==> config.mk <==
export PLATFORM = sky130hd
export DESIGN_NAME = prfl_ram
export DESIGN_NICKNAME = d
export VERILOG_FILES = /design/src/prfl_ram.sv
export SDC_FILE = /design/constraint.sdc
export NUM_CORES = 1
export LEC_CHECK = 0
export BUFFER_PORTS_ARGS = -buffer_cell sky130_fd_sc_hd__buf_2
export CORE_MARGIN = 2
export CORE_UTILIZATION = 30
export CTS_BUF_LIST = sky130_fd_sc_hd__clkbuf_16
export CTS_CLUSTER_SIZE = 10
export DETAILED_ROUTE_END_ITERATION = 12
export GPL_ROUTABILITY_DRIVEN = 0
export PLACE_DENSITY = 0.54
export SLEW_MARGIN = 20
export SYNTH_ARGS = -nofsm -noshare
export SYNTH_HDL_FRONTEND = slang
export SYNTH_SLANG_ARGS = --single-unit
==> constraint.sdc <==
create_clock -name clk -period 2.33 [get_ports clk]
set_input_delay 0.233 -clock clk [delete_from_list [all_inputs] [get_ports clk]]
set_output_delay 0.233 -clock clk [all_outputs]
set_load 0.01 [all_outputs]
==> src/prfl_ram.sv <==
// Generic single-write, single-read RAM with registered read data.
// Depends on nothing.
module prfl_ram #(
  parameter int WIDTH = 8,
  parameter int DEPTH = 16
) (
  input  logic                     clk,
  input  logic                     we,
  input  logic [$clog2(DEPTH)-1:0] waddr,
  input  logic [WIDTH-1:0]         wdata,
  input  logic [$clog2(DEPTH)-1:0] raddr,
  output logic [WIDTH-1:0]         rdata
);

  logic [WIDTH-1:0] mem [DEPTH];

  always_ff @(posedge clk) begin
    if (we) begin
      mem[waddr] <= wdata;
    end
    rdata <= mem[raddr];
  end

endmodule

==> results of run 1 <==
[kinds of logic (layout without fill, tap and decap cells)]
logic type             Yosys count  count (layout)
and+or+nand+nor                 35              35
DFF                            136             136
buffers and inverters           10              79
muxes                           32              32
AOI/OAI and AO/OA               16              16
[routing by layer]
metal	GRT usage, %	vias to the layer above
met5	0	-
met4	3.99	0
met3	3.60	7
met2	18.4	77
met1	19.9	1271
li1	-	1086
[state kept, by name, summed over array words and instances (netlist names)]
| signal | flops |
|---|---|
| mem | 128 |
| rdata | 8 |
[layout make-up]
class,count,share of cell area (%)
flip-flops and latches,136,64.1
multi-input cells,83,16.9
clock buffers,17,6.81
repair buffers,47,4.84
well taps,220,4.40
clock inverters,15,2.96
[worst min-delay path by stage]
| stage | from | slack, ns | cells past startpoint | endpoint |
|---|---|---|---|---|
| global placement | wdata[4] | 0.62 | 1 | mem[6][4] |
| detailed placement | wdata[3] | 0.63 | 1 | mem[5][3] |
| floorplan | wdata[0] | 0.33 | 0 | mem[0][0] |
| finish | wdata[7] | 0.20 | 1 | mem[6][7] |
| global route | wdata[7] | 0.21 | 1 | mem[6][7] |
| CTS | wdata[3] | 0.20 | 1 | mem[5][3] |
[stage by stage]
stage          util [%]  hold WS (ns)  power, mW  cells  setup slack [ns]
4_1_cts            37.4         0.198       5.79    518             0.930
5_1_grt            37.4         0.210       5.93    518             0.891
3_3_place_gp       33.8         0.619       3.07    486             0.613
3_5_place_dp       33.8         0.631       3.07    486             0.601
6_report           37.4         0.204       5.74    518             0.954
2_1_floorplan         -         0.332       2.94    229             0.604
[cells in the mapped netlist, drive strengths merged]
| cell | instances | area (um^2) |
|---|---|---|
| nand2 | 9 | 33.8 |
| nand2b | 2 | 12.5 |
| and2 | 1 | 6.26 |
| clkdlybuf4s25 | 3 | 30.0 |
| dfxtp | 8 | 160 |
| nor3 | 4 | 20.0 |
| or3b | 1 | 8.76 |
| and2b | 1 | 7.51 |
| nor2b | 1 | 6.26 |
| buf | 7 | 56.3 |
| nand3b | 2 | 15.0 |
| nand3 | 1 | 5.00 |
| nor2 | 13 | 48.8 |
| a22oi | 16 | 120 |
| edfxtp | 128 | 3840 |
| mux4 | 32 | 773 |
[power by group through the flow]
stage / Clock, mW / Combinational, mW / Sequential (mW)
floorplan: 0 / 0.139 / 2.81
global placement: 0 / 0.262 / 2.80
detailed placement: 0 / 0.269 / 2.80
CTS: 2.76 / 0.269 / 2.75
global route: 2.88 / 0.290 / 2.76
finish: 2.72 / 0.263 / 2.75
==> key figures, run 1 <==
Detailed routing
  • Post-DRT Antenna Nets: 0
  • Metal3 WL: 750 um
  • Highest metal used: met4
  • DRT Pass-1 Iters: 4
  • DR WL/cell: 21.4 um
  • Met2 WL post-DR: 5.06 mm
  • 1st-iter DRT viols: 223
  • DRC viols: 0
  • Vias/cell: 4.71
  • WL final: 11.1 mm
  • M1 wire length: 5.20 mm
  • Via count: 2441

Timing
  • Setup Viol. Count Final: 0
  • Setup_tns: 0 ns
  • Fin. max-slew vios: 0
  • Fmax: 727 MHz
  • Final Hold Fails: 0
  • Crit path time final: 1.38 ns
  • Clock Skews: 0.00818 ns
  • Slew @ Worst Pin: 0.489 ns
  • Period utilisation layout: 59.0%
  • RSZ-0062 raised after global routing: no
  • Max-slew headroom: 67.4%

Floorplan
  • Die area: 18200 um^2
  • Die Y-Extent: 135 um
  • Die X: 135 um
  • Row cnt: 47
  • Floorplan core area: 16700 um^2
  • Initial core utilization: 30.8%
  • Ports: 26

Logic synthesis
  • Multiplexer area fraction after synthesis: 15.0%
  • Number of synthesized register bits: 136
  • Largest family of logic cells by synthesized area: multiplexers
  • Post-synthesis compound-gate area fraction: 2.33%
  • XOR/XNOR Fraction of Synth Area: 0%
  • Gate Count Post-Synth: 229
  • Simple-gate portion of the synthesized area: 3.18%
  • Post-synthesis adder-cell area fraction: 0%
  • Post-Synthesis Net Count: 247
  • Sequential area share after synthesis: 77.8%
  • Synthesized area per cell: 22.5 um^2
  • Post-synthesis cell area: 5150 um^2
  • Yosys warns: 0
  • Synth unique cells: 19

Place
  • Placed cell area: 5640 um^2
  • Port Buffers: 25
  • Dpl hpwl: 6.92 mm

Setup path
  • Crit path max-delay cell type: mux4_2
  • Crit-path leading delay family: multiplexers
  • WP depth: 3
  • WP data arrival: 1.66 ns
  • CP startpoint kind: register
  • R2R Setup Slk: 0.95 ns
  • Worst setup path endpoint: rdata[6]
  • Reg2reg start: mem[11][6]
  • Reg2reg end: rdata[6]
  • Setup CP Type: register to register
  • CP max stage delay: 0.48 ns
  • Critical path endpoint category: register
  • Buf+Inv Stages, Crit Path: 0
  • Critical-path cell list: mux4_2 > a22oi_1 > nand2_1
  • WP data required: 2.61 ns
  • Crit-path max FO: 1
  • Reg2reg path depth: 3
  • Critical path startpoint: mem[11][6]

Final layout
  • Final #Nets: 303
  • FF+latch area: 4000 um^2
  • Most frequent cells in the layout: edfxtp_1 (128), buf_2 (25), buf_4 (21), mux4_2 (18), clkbuf_16 (17)
  • Layout area overhead: 21.4%
  • Most common cell after layout, fill and taps aside: edfxtp_1
  • Layout cell share with drive strength beyond 1: 31.9%
  • Finished Cell Area: 6250 um^2
  • Filler instances: 1538
  • Area of the multi-input gates: 1060 um^2
  • Diode count: 0

Hold path
  • HP Class: primary input to register

Pwr
  • Switching part of the total: 19.5%
  • Net Switching: 1.12 mW
  • Reg power frac: 48.0%
  • Clk pwr share: 47.4%
  • Peak VDD IR: 610 uV
  • Part of the power in combinational logic: 4.6%
  • Power Density: 918 nW/um^2
  • Reported leakage power: 2.11 nW
  • P_int: 4.62 mW

Clock network
  • Clock sink count: 136
  • Num CTS Buffers: 17
  • TritonCTS clock tree: built
  • Cts hold-fix bufs: 0
  • Post-CTS sizing: 0
  • Clock buffer depth: 2
  • CTS Root Cell: clkbuf_16
  • Setup Buffers After CTS: 0
  • CTS clk-pin slew, worst paths: 0.06 ns
  • H-tree depth: 4
  • Clock latency at the later pin of the worst-skew pair: 0.41 ns

Global route
  • First-pass GRT wire length: 16.7 mm
  • Gr ovfl total: 0
  • GRT Overall Usage: 13.1%
  • Pin count of the biggest net entering global routing: 33
  • Number of global-route vias before repair: 2542
  • Antenna violations before repair: 0

Status
  • Status: finished clean

Run
  • Max_cap viols: 0
No activity file was read; power rests on OpenSTA's default activity.
==> run 2: changes to the inputs <==
--- a/config.mk
+++ b/config.mk
@@ -12,7 +12,7 @@
 export CTS_CLUSTER_SIZE = 10
 export DETAILED_ROUTE_END_ITERATION = 12
 export GPL_ROUTABILITY_DRIVEN = 0
-export PLACE_DENSITY = 0.54
+export PLACE_DENSITY = 0.55
 export SLEW_MARGIN = 20
 export SYNTH_ARGS = -nofsm -noshare
 export SYNTH_HDL_FRONTEND = slang
==> constraint.sdc (replaced) <==
create_clock -name clk -period 1.2 [get_ports clk]
set_input_delay 0.12 -clock clk [delete_from_list [all_inputs] [get_ports clk]]
set_output_delay 0.12 -clock clk [all_outputs]
set_load 0.01 [all_outputs]
==> key figures, run 2 (same netlist as run 1, synthesis figures left out) <==
Timing
  • Setup Viol. Count Final: 8
  • Period utilisation layout: 112%
  • Setup_tns: -0.693 ns
  • Max-slew headroom: 37.6%
  • Fmax: 744 MHz
  • Slew @ Worst Pin: 0.933 ns
  • Final Hold Fails: 0
  • Fin. max-slew vios: 0
  • RSZ-0062 raised after global routing: yes
  • Final hold slack: 0.0932 ns
  • Final setup margin: -0.145 ns
  • Clock Skews: 0.0103 ns
  • Crit path time final: 1.34 ns

Clock network
  • Clock buffer depth: 2
  • Clock sink count: 136
  • Num CTS Buffers: 17
  • CTS Root Cell: clkbuf_16
  • H-tree depth: 4
  • Clock latency at the later pin of the worst-skew pair: 0.41 ns
  • Setup Buffers After CTS: 0
  • CTS clk-pin slew, worst paths: 0.06 ns
  • Cts hold-fix bufs: 0
  • TritonCTS clock tree: built

Pwr
  • Part of the power in combinational logic: 5.4%
  • Switching part of the total: 19.6%
  • Reg power frac: 47.6%
  • Net Switching: 2.20 mW
  • Peak VDD IR: 1040 uV
  • Clk pwr share: 47.0%
  • Reported leakage power: 2.19 nW
  • Power Density: 1720 nW/um^2
  • Pwr Total: 11.2 mW
  • P_int: 9.03 mW

Final layout
  • Finished Cell Area: 6520 um^2
  • Final #Nets: 318
  • Diode count: 0
  • Top reg by flops: mem
  • Layout area overhead: 26.6%
  • Most common cell after layout, fill and taps aside: edfxtp_1
  • Final Instance Count excl. Fillers: 533
  • Layout cell share with drive strength beyond 1: 43.1%
  • FF+latch area: 4000 um^2
  • Area of the multi-input gates: 1090 um^2
  • Max reg flops: 128
  • Fin util: 39.0%
  • Filler instances: 1525
  • Most frequent cells in the layout: edfxtp_1 (128), mux4_2 (28), buf_4 (26), buf_2 (25), clkbuf_16 (17)
  • Biggest regs: mem: 128 flops, rdata: 8 flops

Setup path
  • Crit-path leading delay family: multiplexers
  • WP data arrival: 1.64 ns
  • CP startpoint kind: register
  • Critical path endpoint category: register
  • Crit path max-delay cell type: mux4_2
  • Critical-path cell list: mux4_2 > a22oi_2 > buf_4 > nand2_2
  • Setup CP Type: register to register
  • Buf+Inv Stages, Crit Path: 1
  • CP max stage delay: 0.48 ns
  • WP data required: 1.50 ns
  • Crit-path max FO: 1

Status
  • Status: complete, but fails checks
  • Failing checks: negative setup slack

Floorplan
  • Row cnt: 47
  • Initial core utilization: 30.8%
  • Die X: 135 um
  • Die area: 18200 um^2
  • Ports: 26
  • Floorplan core area: 16700 um^2
  • Die Y-Extent: 135 um

Place
  • DP Worst Slack: -0.425 ns
  • Dpl hpwl: 7.20 mm
  • Placed cell area: 5900 um^2
  • Post-Place Cells: 501
  • Port Buffers: 25

Global route
  • Number of global-route vias before repair: 2674
  • GRT Overall Usage: 12.9%
  • Gr ovfl total: 0
  • Antenna violations before repair: 0
  • Pin count of the biggest net entering global routing: 22
  • First-pass GRT wire length: 16.5 mm

Detailed routing
  • DRT Pass-1 Iters: 4
  • 1st-iter DRT viols: 263
  • DRC viols: 0
  • Vias/cell: 4.69
  • Post-DRT Antenna Nets: 0
  • Via count: 2502
  • WL final: 10.8 mm
  • DR WL/cell: 20.2 um

Hold path
  • HP Class: primary input to register

Run
  • Max_cap viols: 0
-- run 2: final timing paths --
check / end / slack [ns] / startpoint / cells past startpoint
setup reg to reg: rdata[5] / -0.14 / mem[3][5] / 4
hold reg to reg: rdata[6] / 0.67 / mem[15][6] / 3
setup / recovery: rdata[5] / -0.14 / mem[3][5] / 4
hold / removal: mem[11][0] / 0.09 / wdata[0] / 1
-- run 2: area by class of cell --
type / instances / share of cell area (%)
Clock buffer: 17 / 6.53
Clock inverter: 15 / 2.82
Multi-Input combinational cell: 83 / 16.7
Sequential cell: 136 / 61.4
Tap cell: 220 / 4.22
Timing Repair Buffer: 62 / 8.29
-- run 2: worst reg2reg max path, stage by stage, from the launching register on --
cell      delay (ns)
edfxtp_1        0.37
mux4_2          0.48
a22oi_2         0.18
buf_4           0.16
nand2_2         0.05
-- run 2: routing by layer --
layer | GRT usage [%] | wire [um]
met1 | 17.9 | 4850
met3 | 4.20 | 577
met5 | 0 | 0
met4 | 3.47 | 91
met2 | 19.9 | 5270
-- run 2: power by group through the flow --
stage                     Combinational (mW)  Clock, mW  Sequential, mW
after CTS                              0.619       5.38            5.35
after detailed placement               0.599          0            5.44
after global routing                   0.661       5.61            5.35
after global placement                 0.583          0            5.44
after floorplan                        0.286          0            5.45
final                                  0.605       5.28            5.35
-- run 2: repair_timing --
item | 4_1_cts | 5_1_grt
setup endpoints to repair | 8 | 8
pin swaps | 6 | 1
resized for setup | 11 | 2
==> run 3: changes to the inputs <==
--- a/config.mk
+++ b/config.mk
@@ -12,6 +12,7 @@
 export CTS_CLUSTER_SIZE = 10
 export DETAILED_ROUTE_END_ITERATION = 12
 export GPL_ROUTABILITY_DRIVEN = 0
+export HOLD_SLACK_MARGIN = 0.1
 export PLACE_DENSITY = 0.55
 export SLEW_MARGIN = 20
 export SYNTH_ARGS = -nofsm -noshare
==> key figures, run 3 (same netlist as run 1, synthesis figures left out) <==
Status
  • Status: complete, but fails checks
  • Failing checks: negative setup slack

Setup path
  • CP max stage delay: 0.48 ns
  • Crit path max-delay cell type: mux4_2
  • Reg2reg path depth: 4
  • Critical path startpoint: mem[3][5]
  • Crit-path max FO: 1
  • Critical path endpoint category: register
  • Reg2reg end: rdata[5]
  • Worst setup path endpoint: rdata[5]
  • Reg2reg start: mem[3][5]
  • Critical-path cell list: mux4_2 > a22oi_2 > buf_4 > nand2_2
  • Buf+Inv Stages, Crit Path: 1
  • Crit-path leading delay family: multiplexers
  • WP data arrival: 1.64 ns
  • WP depth: 4
  • Setup CP Type: register to register
  • CP startpoint kind: register
  • WP data required: 1.49 ns
  • R2R Setup Slk: -0.15 ns

Detailed routing
  • DRT Pass-1 Iters: 4
  • 1st-iter DRT viols: 233
  • WL final: 10.8 mm
  • DRC viols: 0
  • DR WL/cell: 20.0 um
  • Via count: 2533
  • Post-DRT Antenna Nets: 0
  • Vias/cell: 4.69

Timing
  • Final setup margin: -0.145 ns
  • Crit path time final: 1.35 ns
  • Clock Skews: 0.0129 ns
  • Final Hold Fails: 0
  • Setup Viol. Count Final: 8
  • Fin. max-slew vios: 0
  • Period utilisation layout: 112%
  • Slew @ Worst Pin: 0.959 ns
  • Fmax: 743 MHz
  • Max-slew headroom: 35.8%
  • RSZ-0062 raised after global routing: yes

Clock network
  • CTS clk-pin slew, worst paths: 0.06 ns
  • Clock sink count: 136
  • TritonCTS clock tree: built
  • Clock latency at the later pin of the worst-skew pair: 0.41 ns
  • Num CTS Buffers: 17
  • Clock buffer depth: 2
  • H-tree depth: 4
  • CTS Root Cell: clkbuf_16

Final layout
  • Diode count: 0
  • Max reg flops: 128
  • Top reg by flops: mem
  • Final #Nets: 325
  • Most frequent cells in the layout: edfxtp_1 (128), mux4_2 (28), buf_4 (26), buf_2 (25), clkbuf_16 (17)
  • Fin util: 39.4%
  • Filler instances: 1527
  • Finished Cell Area: 6590 um^2
  • Layout area overhead: 28.0%
  • Biggest regs: mem: 128 flops, rdata: 8 flops
  • Layout cell share with drive strength beyond 1: 42.2%
  • Most common cell after layout, fill and taps aside: edfxtp_1

Pwr
  • Reported leakage power: 2.22 nW
  • Peak VDD IR: 1020 uV
  • Power Density: 1710 nW/um^2

Place
  • DP Worst Slack: -0.425 ns
  • Placed cell area: 5900 um^2
  • Dpl hpwl: 7.20 mm
  • Port Buffers: 25

Global route
  • Number of global-route vias before repair: 2686
  • Antenna violations before repair: 0
  • Gr ovfl total: 0
  • Pin count of the biggest net entering global routing: 22
  • GRT Overall Usage: 13.0%
  • First-pass GRT wire length: 16.5 mm

Floorplan
  • Floorplan core area: 16700 um^2
  • Die Y-Extent: 135 um
  • Ports: 26
  • Die X: 135 um
  • Die area: 18200 um^2
  • Initial core utilization: 30.8%
  • Row cnt: 47

Run
  • Max_cap viols: 0

Hold path
  • HP Class: primary input to register
## run 3: changes by cell type in the layout (fill, tap and decap cells not counted)
cell	delta
dlygate4sd3_1	+7
## run 3: final cells by class
cell class	count	area, um^2	area share, %
clock buffer	17	425	6.46
multi-input combinational	83	1090	16.5
sequential	136	4000	60.8
clock inverter	15	184	2.79
timing repair buffer	69	611	9.27
tap	220	275	4.18
## run 3: how the worst min path moves through the flow
stage,start,cells after the start,end,slack (ns)
after floorplan,wdata[0],0,mem[0][0],0.22
after detailed placement,rdata[5],1,rdata[5],0.52
after global routing,wdata[1],1,mem[4][1],0.12
after CTS,wdata[1],1,mem[4][1],0.10
final,wdata[1],1,mem[4][1],0.11
after global placement,wdata[6],1,mem[6][6],0.50
## run 3: repair_timing
| item | in CTS | in global routing |
|---|---|---|
| pin swaps | 6 | 1 |
| hold endpoints to repair | 81 | 0 |
| gates resized for setup | 11 | 2 |
| buffers inserted | 0 | 0 |
| endpoints found under the setup margin | 8 | 8 |
| cloned | 0 | 0 |
| hold buffers | 7 | 0 |
## run 3: power by group
part / switching, mW / internal (mW)
Clock: 1.84 / 3.44
Combinational: 0.325 / 0.298
Sequential: 0.0320 / 5.31
Total: 2.19 / 9.05
## run 3: worst reg2reg max path, delay by kind of cell (launching register included)
kind	cells	cell delay [ns]
AOI/OAI and AO/OA	1	0.18
DFF	1	0.37
buffers and inverters	1	0.16
muxes	1	0.48
and+or+nand+nor	1	0.05
## run 3: per-stage QoR
step	total power, mW	setup TNS, ns	hold slack, ns	instances
after floorplan	5.73	-0.353	0.219	229
after global routing	11.6	-1.03	0.120	540
after global placement	6.02	-9.58	0.501	501
after CTS	11.4	-0.724	0.105	540
final	11.2	-0.689	0.114	540
after detailed placement	6.04	-10.85	0.522	501
## run 3: per-layer routing
metal  vias up  share of wire (%)  global-route usage, %
met5         -                  0                      0
met4         0               0.60                   3.47
met3         6                6.0                   4.20
met2        72                 49                   19.9
met1      1330                 44                   17.9
li1       1125                  -                      -
