## config.mk

```make
export PLATFORM = sky130hd
export DESIGN_NAME = prfl_div
export DESIGN_NICKNAME = d
export VERILOG_FILES = /design/src/prfl_pkg.sv /design/src/prfl_div.sv
export SDC_FILE = /design/constraint.sdc
export NUM_CORES = 1
export LEC_CHECK = 0
export BUFFER_PORTS_ARGS = -buffer_cell sky130_fd_sc_hd__buf_2
export CORE_MARGIN = 5
export CORE_UTILIZATION = 56
export CTS_BUF_LIST = sky130_fd_sc_hd__clkbuf_8 sky130_fd_sc_hd__clkbuf_16
export DETAILED_ROUTE_END_ITERATION = 10
export PLACE_DENSITY = 0.87
export SYNTH_ARGS = -nofsm -noshare
export SYNTH_HDL_FRONTEND = slang
export SYNTH_SLANG_ARGS = --single-unit
```

## constraint.sdc

```tcl
create_clock -name clk -period 3.54 [get_ports clk]
set_clock_uncertainty 0.15 [all_clocks]
set_input_delay 0.177 -clock clk [delete_from_list [all_inputs] [get_ports clk]]
set_output_delay 0.177 -clock clk [all_outputs]
set_load 0.01 [all_outputs]
```

## src/prfl_pkg.sv

```systemverilog
// Package for the paced FIFO rate limiter.
// Shared widths, reset values, register indexes and codes. No dependencies.
package prfl_pkg;

  localparam int QUEUE_DEPTH_DEF   = 1024;
  localparam int NS_PER_SECOND_DEF = 1000000000;

  localparam int RATE_W  = 32;
  localparam int LIMIT_W = 11;
  localparam int LEN_W   = 16;
  localparam int TAG_W   = 16;
  localparam int TIME_W  = 64;

  localparam logic [RATE_W-1:0]  PACE_RATE_RST   = 32'hFFFF_FFFF;
  localparam logic [LIMIT_W-1:0] QUEUE_LIMIT_RST = 11'd1000;

  // configuration register indexes
  localparam logic REG_PACE_RATE   = 1'b0;
  localparam logic REG_QUEUE_LIMIT = 1'b1;

  // request codes
  localparam logic ACT_ENQUEUE = 1'b0;
  localparam logic ACT_DEQUEUE = 1'b1;

  typedef enum logic [4:0] {
    S_IDLE = 5'b00001,
    S_MUL  = 5'b00010,
    S_DIV  = 5'b00100,
    S_ADD  = 5'b01000,
    S_DEQ  = 5'b10000
  } state_t;

endpackage

```

## src/prfl_div.sv

```systemverilog
// Restoring bit-serial divider: one quotient bit per cycle.
// Depends on prfl_pkg (RATE_W).
module prfl_div #(
  parameter int DW = 46
) (
  input  logic                      clk,
  input  logic                      rst,
  input  logic                      start,
  input  logic [DW-1:0]             dividend,
  input  logic [prfl_pkg::RATE_W-1:0] divisor,
  output logic                      done,
  output logic [DW-1:0]             quotient
);
  import prfl_pkg::*;

  localparam int CNT_W = $clog2(DW + 1);

  logic [CNT_W-1:0]  cnt;
  logic [DW-1:0]     dvd;    // dividend bits shift out, quotient bits shift in
  logic [RATE_W-1:0] rem;
  logic [RATE_W-1:0] dsr;
  logic [RATE_W:0]   rem_sh;
  logic              q_bit;

  always_comb begin
    rem_sh = {rem, dvd[DW-1]};
    q_bit  = (rem_sh >= {1'b0, dsr});
  end

  always_ff @(posedge clk) begin
    if (rst) begin
      cnt  <= '0;
      done <= 1'b0;
    end else begin
      done <= 1'b0;
      if (start) begin
        cnt <= CNT_W'(DW);
      end else if (cnt != '0) begin
        cnt <= cnt - 1'b1;
        if (cnt == CNT_W'(1)) begin
          done <= 1'b1;
        end
      end
    end
  end

  always_ff @(posedge clk) begin
    if (start) begin
      dvd <= dividend;
      rem <= '0;
      dsr <= divisor;
    end else if (cnt != '0) begin
      dvd <= {dvd[DW-2:0], q_bit};
      rem <= q_bit ? RATE_W'(rem_sh - {1'b0, dsr}) : rem_sh[RATE_W-1:0];
    end
  end

  assign quotient = dvd;

endmodule

```

==> reports/results.ini, run 1 <==
[outcome]
outcome = finished clean

[worst_setup_path]
cp.arrival_ns = 3.34
end_kind = flop
cp_max_fo = 4
criticalPathCategory = flop to flop
ff2ff_path_depth = 11
start_kind = flop
cp.required_ns = 3.71

[power]
power.density_nw_per_um2 = 518
peakVddDrop_mv = 0.503
leakage_nw = 3.75

[global_route]
grt_pass1_wl_um = 32600
grt_pass1_vias = 6233
antenna_found_initial = 0
overflow = 0
grt_usage_pct = 29.3
grt_max_degree = 46

[final_layout]
seqCellArea_um2 = 3120
fillers = 733
drive_gt1_share_pct = 26.8
syn_to_final_growth_pct = 32.0
nNetsFinal = 962
antenna_cells = 0
multiInputGateArea_um2 = 3190

[yosys]
ys_seq_area_share_pct = 47.0
yosys_register_bits = 117
ys_warn_count = 0
synth-main-ff-cell = edfxtp_1
synth_edf_count = 78
avgSynthCellArea_um2 = 10.3
yosysUniqueCellTypes = 66
synthCells = 642
synth_top_area_share_pct = 35.3
yosysTopAreaCell = edfxtp_1
synth.area.top_cells = edfxtp_1, dfxtp_1, mux2_2
synth_fp_nets = 759
synthArstFlopShare_pct = 0
syn-cell-area_um2 = 6640

[clock_tree]
clock_path_buffers = 2
cts_tree = built
h-tree-depth = 4
post-cts-setup-buffers = 0
cts_buffers = 17
clkTransAtPathRegs_ns = 0.06
cts_root_buf = clkbuf_16
cts_resized = 0
numClockSinks = 117
postCtsHoldBufs = 80
clock_latency_ns = 0.43

[die]
dieArea_um2 = 14100
die_y_um = 119
core_region_area_um2 = 11500
die_x_um = 119
start_util_pct = 57.7
rows = 39
ios = 128

[route]
ant_nets = 0
post-route-drc-count = 0
drtPass1Iterations = 7
drt_iter0_markers = 636
vias_per_cell = 6.19
dr_total_vias = 6200
postRouteWirelength_um = 20900
wire_per_inst_um = 20.8

[flow_run]
cap_violations = 0

[placement]
dp_slack_ns = 0.488
globalplace.congestion = 0.995
port_buffers = 127
dp_hpwl_um = 12800

[timing]
fmax_ghz = 0.316
slew_headroom_pct = 56.5
hold_violations = 0
worstMarginPinSlew_ns = 0.650
drv_slew = 0
fin_crit_sh_pct = 89.5
setup_tns_ns = 0
period_minus_slack_ns = 3.17
rsz0062_at_grt = no
setup_ws_ns = 0.371
finalSetupViolations = 0

[hold_path]
hold_path_depth = 2
holdCritPathClass = flop to flop

## registers in the layout, summed over array words and instances (netlist names)
name	flops
quotient	46
dsr	32
rem	32
cnt	6
done	1
## Yosys cell counts, types with 4 or more instances
cell type	instances
nor2_1	47
a21oi_1	45
ha_1	35
nand2b_1	4
and2_1	6
mux2_2	48
nand3_1	15
o211ai_1	5
a311oi_1	12
o21ai_0	17
xnor2_1	19
nor4_1	5
a211oi_1	8
nor3_1	10
nand4_1	12
o21ai_1	6
dfxtp_1	39
xor2_1	9
and3_1	4
a31oi_1	8
buf_2	10
edfxtp_1	78
o21bai_1	4
mux2i_1	4
nand2_1	62
clkbuf_1	15
a21o_1	10
inv_1	42
o21a_1	4
## layout by cell type (no fill, tap or decap), drive strengths merged, types with 5 or more instances in the layout
master and instances:
a21o 10, nand2 63, dlygate4sd3 80, o211ai 6
mux2 48, a211oi 11, a311oi 12, inv 47
nand3 15, nor4 5, a21oi 47, edfxtp 78
nor3 11, dfxtp 39, o21ai 26, buf 136
and2 6, ha 35, a31oi 8, clkbuf 19
nand4 12, nor2 47, xor2 9, xnor2 19
## kinds of logic (layout without fill, tap and decap cells)
kind of cell | Yosys count | in the layout | synth area share (%)
flops | 117 | 117 | 47.0
simple gates | 181 | 181 | 12.9
buf+inv | 75 | 291 | 4.95
mux | 52 | 52 | 8.74
xor+xnor | 28 | 28 | 3.69
compound gates | 153 | 153 | 15.8
fa+ha+maj | 36 | 36 | 6.89
## final cells by class
class	instances	area share, %
flip-flops and latches	117	35.6
clock inverters	13	1.64
clock buffers	19	5.29
multi-input cells	450	36.4
well taps	143	2.04
inverters	43	1.84
repair buffers	216	17.2
## stage by stage
stage               instances  area [µm²]  util, %  power (W)  hold slack, ns
floorplan                 642        6640        -    0.00234          0.0961
global placement          889        7360     63.9    0.00259           0.203
detailed placement        889        7360     63.9    0.00263           0.205
CTS                      1001        8770     76.2    0.00447           0.296
global route             1001        8770     76.2    0.00471           0.306
finish                   1001        8770     76.2    0.00454           0.312
## worst max-delay path, stage by stage (launching register included)
cell and delay, ns:
edfxtp_1 0.40, inv_1 0.09, ha_1 0.23, fa_1 0.41, nand2b_1 0.21, a21oi_1 0.35, o21ai_2 0.16, o21ai_2 0.23
a31oi_1 0.22, mux2_2 0.29, nand3_1 0.07, a211oi_1 0.26
## routing by layer
metal / wire (µm) / track usage [%]
met4: 853 / 13.1
met1: 7480 / 33.2
met5: 0 / 0
met2: 10700 / 51.9
met3: 1840 / 7.91
## report_power, final
group          leakage [nW]  switching [W]  internal [W]
clock network         0.294       0.000687       0.00110
logic                  2.34       0.000570      0.000445
registers              1.12       0.000106       0.00163
total                  3.75        0.00136       0.00318
## final timing paths
kind,startpoint,endpoint,slack [ns]
hold reg to reg,rem[31],rem[31],0.31
hold / removal,rem[31],rem[31],0.31
setup / recovery,quotient[45],rem[20],0.37
setup reg to reg,quotient[45],rem[20],0.37
No activity file was read; power rests on OpenSTA's default activity.
==> run 2: changes to the inputs <==
Settings changed: CTS_BUF_LIST sky130_fd_sc_hd__clkbuf_8 sky130_fd_sc_hd__clkbuf_16 to default.
==> run 2 against run 1 <==
Effect of this change: die area did not move; sequential power barely moved; clock-buffer cell count rose by 1; sequential share of layout area did not move; critical path type unchanged; critical endpoint unchanged.
==> reports/results.ini, run 2 (synthesis results as in run 1) <==
[outcome]
outcome = finished clean

[timing]
slew_headroom_pct = 56.6  ; +0.14 points
worstMarginPinSlew_ns = 0.648  ; -0.00213 ns
fin_crit_sh_pct = 90.1  ; +0.60 points
drv_slew = 0  ; unchanged
finalSetupViolations = 0  ; unchanged
setup_tns_ns = 0  ; unchanged
fmax_ghz = 0.313  ; -0.67%
rsz0062_at_grt = no
period_minus_slack_ns = 3.19  ; +0.0214 ns
hold_violations = 0  ; unchanged

[worst_setup_path]
end_kind = flop
crit_buf_inv = 1  ; unchanged
critPathMostFrequentCell = o21ai_2
criticalPathCategory = flop to flop
slowest_delay_ns = 0.41  ; about the same
cp.arrival_ns = 3.36  ; +0.02 ns
cp_slowest_cell = fa_1
ff2ff_path_depth = 11  ; unchanged
start_kind = flop
worstPathCellList = inv_1 > ha_1 > fa_1 > nand2b_1 > a21oi_1 > o21ai_2 > o21ai_2 > a31oi_1 > mux2_2 > nand3_1 > a211oi_1
cp.required_ns = 3.71  ; about the same
ff2ff_setup_slack_ns = 0.35  ; -0.02 ns
r2r-start = quotient[45]
r2r-end = rem[20]
critPathTopFamily = compound AO/OA/AOI/OAI gates
cp_max_fo = 4  ; unchanged

[clock_tree]
numClockSinks = 117  ; unchanged
cts_tree = built
clock_path_buffers = 2  ; unchanged
clock_latency_ns = 0.43  ; about the same
clkTransAtPathRegs_ns = 0.06  ; about the same
h-tree-depth = 4  ; unchanged
cts_buffers = 17  ; unchanged
cts_root_buf = clkbuf_16

[final_layout]
seqCellArea_um2 = 3120  ; unchanged
drive_gt1_share_pct = 26.8  ; unchanged
design_area_um2 = 8770  ; unchanged
antenna_cells = 0  ; unchanged
final_cell_mix = buf_2, dlygate4sd3_1, edfxtp_1
layout_commonest_cell = buf_2
final_core_util_pct = 76.2  ; unchanged
largest_reg_flops = 46  ; unchanged
multiInputGateArea_um2 = 3190  ; unchanged
syn_to_final_growth_pct = 32.0  ; unchanged
fillers = 733  ; unchanged
nNetsFinal = 962  ; unchanged

[placement]
dpl_cell_area_um2 = 7360  ; unchanged
dp_hpwl_um = 12800  ; unchanged
port_buffers = 127  ; unchanged
globalplace.congestion = 0.995  ; unchanged

[flow_run]
cap_violations = 0  ; unchanged

[hold_path]
holdCritPathClass = flop to flop
min_to = rem[31]
min-delay-start = rem[31]
hold_path_depth = 2  ; unchanged

[die]
ios = 128  ; unchanged
start_util_pct = 57.7  ; unchanged
core_region_area_um2 = 11500  ; unchanged
die_y_um = 119  ; unchanged
die_x_um = 119  ; unchanged
dieArea_um2 = 14100  ; unchanged
rows = 39  ; unchanged

[global_route]
grt_max_degree = 46  ; unchanged
overflow = 0  ; unchanged
grt_usage_pct = 29.3  ; unchanged
grt_pass1_vias = 6233  ; unchanged
grt_pass1_wl_um = 32600  ; unchanged
antenna_found_initial = 0  ; unchanged

[route]
drtPass1Iterations = 6  ; -1
routed-wl-met3_um = 1780  ; -2.9%
drt_iter0_markers = 657  ; +3.3%
dr_wl_met2_um = 10800  ; +0.94%
post-route-drc-count = 0  ; unchanged
postRouteWirelength_um = 20900  ; +0.23%
ant_nets = 0  ; unchanged
wl_met1_um = 7550  ; +0.91%
dr_total_vias = 6191  ; -0.15%
routed.top_layer = met4
vias_per_cell = 6.18  ; -0.15%
wire_per_inst_um = 20.9  ; +0.23%

[power]
power.density_nw_per_um2 = 518  ; +0.10%
peakVddDrop_mv = 0.503  ; about the same
leakage_nw = 3.74  ; -0.11%

[run 2: worst max path at each step]
stage                            start      end  slack, ns  cells past startpoint
final                     quotient[45]  rem[20]       0.35                     11
after global routing           dsr[20]  rem[27]       0.07                     10
after CTS                      dsr[20]  rem[27]       0.48                     10
after detailed placement       dsr[20]  rem[27]       0.49                     10
after global placement    quotient[45]  rem[30]       0.61                     11
after floorplan           quotient[45]  rem[30]       0.88                     11
[run 2: where the power goes]
part	switching (W)	internal (W)	leakage (nW)
sequential	0.000107	0.00163	1.12
clock	0.000687	0.00111	0.290
combinational	0.000570	0.000445	2.34
[run 2: what timing repair did]
action	in CTS	in global routing
hold buffers	80	0
hold endpoints to repair	93	0
gates resized for setup	0	0
buffers inserted	0	0
[run 2: worst reg2reg max path, delay by kind of cell (launching register included)]
kind            cells  cell delay (ns)
compound gates      5             1.23
fa+ha+maj           2             0.64
flops               1             0.40
mux                 1             0.29
simple gates        2             0.28
buf+inv             1             0.09
[run 2: per-stage QoR]
stage	worst slack [ns]	instances	hold slack [ns]	total power, W
finish	0.349	1001	0.313	0.00455
CTS	0.476	1001	0.296	0.00447
floorplan	0.881	642	0.0961	0.00234
global route	0.0656	1001	0.306	0.00471
detailed placement	0.488	889	0.205	0.00263
global placement	0.612	889	0.203	0.00259
[run 2: layer usage]
layer / track usage [%] / up-vias
met3: 7.91 / 83
met4: 13.1 / 0
li1: - / 2785
met2: 51.9 / 399
met5: 0 / -
met1: 33.2 / 2924
[run 2: cell type report]
cell class	count	area share, %
multi-input combinational	450	36.4
sequential	117	35.6
timing repair buffer	216	17.2
clock buffer	20	5.34
tap	143	2.04
inverter	43	1.84
clock inverter	12	1.60
==> run 3: changes to the inputs <==
Settings changed: TNS_END_PERCENT from default to 100.
Clock period 3.54 ns to 3.6 ns, I/O delays scaled along.
==> run 3 against run 2 <==
Effect of this change: cell area is 0.70% lower; total power shrank 6.1%; via count decreased by 2.7%; wire length fell by 5.9%; critical path type unchanged.
==> reports/results.ini, run 3 (synthesis results as in run 1) <==
[die]
ios = 128  ; unchanged
start_util_pct = 57.7  ; unchanged
dieArea_um2 = 14100  ; unchanged
die_x_um = 119  ; unchanged
rows = 39  ; unchanged
die_y_um = 119  ; unchanged
core_region_area_um2 = 11500  ; unchanged

[timing]
period_minus_slack_ns = 3.10  ; -0.0870 ns
fin_crit_sh_pct = 86.2  ; -3.9 points
drv_slew = 0  ; unchanged
worstMarginPinSlew_ns = 0.803  ; +0.155 ns
slew_headroom_pct = 46.0  ; -11 points
setup_tns_ns = 0  ; unchanged
rsz0062_at_grt = no
finalSetupViolations = 0  ; unchanged
hold_violations = 0  ; unchanged
fmax_ghz = 0.322  ; +2.8%

[worst_setup_path]
ff2ff_setup_slack_ns = 0.50  ; +0.15 ns
cp.arrival_ns = 3.26  ; -0.10 ns
crit_buf_inv = 0  ; -1
critPathTopFamily = compound AO/OA/AOI/OAI gates
r2r-end = rem[6]
cp_max_fo = 28  ; +24
end_kind = flop
slowest_delay_ns = 0.50  ; +0.09 ns
criticalPathCategory = flop to flop
cp.required_ns = 3.75  ; +0.04 ns
cp_slowest_cell = nand2_2
r2r-start = rem[17]
ff2ff_path_depth = 9  ; -2
start_kind = flop
worstPathCellList = ha_1 > a21oi_2 > o21ai_0 > nand4bb_1 > a211oi_2 > o21ai_2 > nand2_2 > nand2_1 > a311oi_1

[clock_tree]
clkTransAtPathRegs_ns = 0.06  ; about the same
cts_root_buf = clkbuf_16
post-cts-setup-buffers = 0  ; unchanged
clock_latency_ns = 0.42  ; about the same
numClockSinks = 117  ; unchanged
cts_tree = built
cts_buffers = 17  ; unchanged
clock_path_buffers = 2  ; unchanged
h-tree-depth = 4  ; unchanged

[placement]
port_buffers = 127  ; unchanged
dpl_cell_area_um2 = 7360  ; unchanged
globalplace.congestion = 0.956  ; -3.9%
dp_hpwl_um = 12100  ; -5.1%

[final_layout]
design_area_um2 = 8710  ; -0.70%
final_cell_mix = buf_2, dlygate4sd3_1, edfxtp_1
syn_to_final_growth_pct = 31.1
drive_gt1_share_pct = 26.6  ; -0.23 points
fillers = 747  ; +1.9%
nNetsFinal = 962  ; unchanged
antenna_cells = 0  ; unchanged
layout_commonest_cell = buf_2
final_core_util_pct = 75.6  ; -0.53 points
largest_reg_flops = 46  ; unchanged

[route]
postRouteWirelength_um = 19700  ; -5.9%
routed-wl-met3_um = 1600  ; -10%
wl_met1_um = 7290  ; -3.4%
wire_per_inst_um = 19.7  ; -5.9%
drt_iter0_markers = 570  ; -13%
vias_per_cell = 6.02  ; -2.7%
post-route-drc-count = 0  ; unchanged
dr_wl_met2_um = 9950  ; -7.9%
dr_total_vias = 6024  ; -2.7%
drtPass1Iterations = 5  ; -1
routed.top_layer = met4
ant_nets = 0  ; unchanged

[power]
leakage_nw = 3.71  ; -0.88%
power_w = 0.00427  ; -6.1%
power.density_nw_per_um2 = 490  ; -5.5%
peakVddDrop_mv = 0.352  ; -30%

[global_route]
grt_usage_pct = 28.1  ; -1.2 points
grt_pass1_wl_um = 31400  ; -3.6%
grt_pass1_vias = 6179  ; -0.87%
grt_max_degree = 53  ; +15%
antenna_found_initial = 0  ; unchanged
overflow = 0  ; unchanged

[flow_run]
cap_violations = 0  ; unchanged

[outcome]
outcome = finished clean

[hold_path]
hold_path_depth = 2  ; unchanged
min_to = rem[31]
holdCritPathClass = flop to flop
min-delay-start = rem[31]

==> run 3: per-layer routing <==
| layer | GRT usage, % | vias to the layer above |
|---|---|---|
| li1 | - | 2785 |
| met3 | 8.01 | 71 |
| met5 | 0 | - |
| met2 | 48.5 | 322 |
| met4 | 13.8 | 0 |
| met1 | 32.1 | 2846 |
==> run 3: layout make-up <==
type / count / area [µm²] / area share, %
clock buffers: 20 / 437 / 5.01
multi-input cells: 450 / 3190 / 36.7
inverters: 43 / 161 / 1.85
well taps: 143 / 179 / 2.05
clock inverters: 12 / 110 / 1.26
flip-flops and latches: 117 / 3120 / 35.9
repair buffers: 216 / 1510 / 17.3
==> run 3: worst max-delay path by stage <==
stage          slack [ns]    startpoint       to  cells after the start
5_1_grt              0.37        dsr[1]   rem[7]                     10
3_5_place_dp         0.66       dsr[27]  rem[31]                      9
3_3_place_gp         0.70       dsr[20]  rem[31]                     10
6_report             0.50       rem[17]   rem[6]                      9
2_1_floorplan        0.94  quotient[45]  rem[30]                     11
4_1_cts              0.60       dsr[16]  rem[10]                     10
==> run 3: metrics by stage <==
step                cells  hold slack (ns)  worst slack [ns]
global placement      889            0.206             0.697
global route         1001            0.320             0.365
floorplan             642           0.0991             0.941
detailed placement    889            0.208             0.658
finish               1001            0.316             0.496
CTS                  1001            0.309             0.598
==> run 3: report_power, final <==
part           leakage (nW)  switching (W)  internal, W  total [W]
combinational          2.34       0.000549     0.000435   0.000983
sequential             1.12      0.0000955      0.00160    0.00170
clock                 0.256       0.000639     0.000948    0.00159
total                  3.71        0.00128      0.00299    0.00427
==> run 3: what timing repair did <==
item                                   CTS  global route
hold buffers                            80             0
endpoints found under the hold margin   91             0
resized for setup                        0             0
==> run 3: worst min-delay path, stage by stage, from the launching register on <==
cell and delay [ns]:
dfxtp_1 0.31, nand2_1 0.06, o21ai_1 0.05
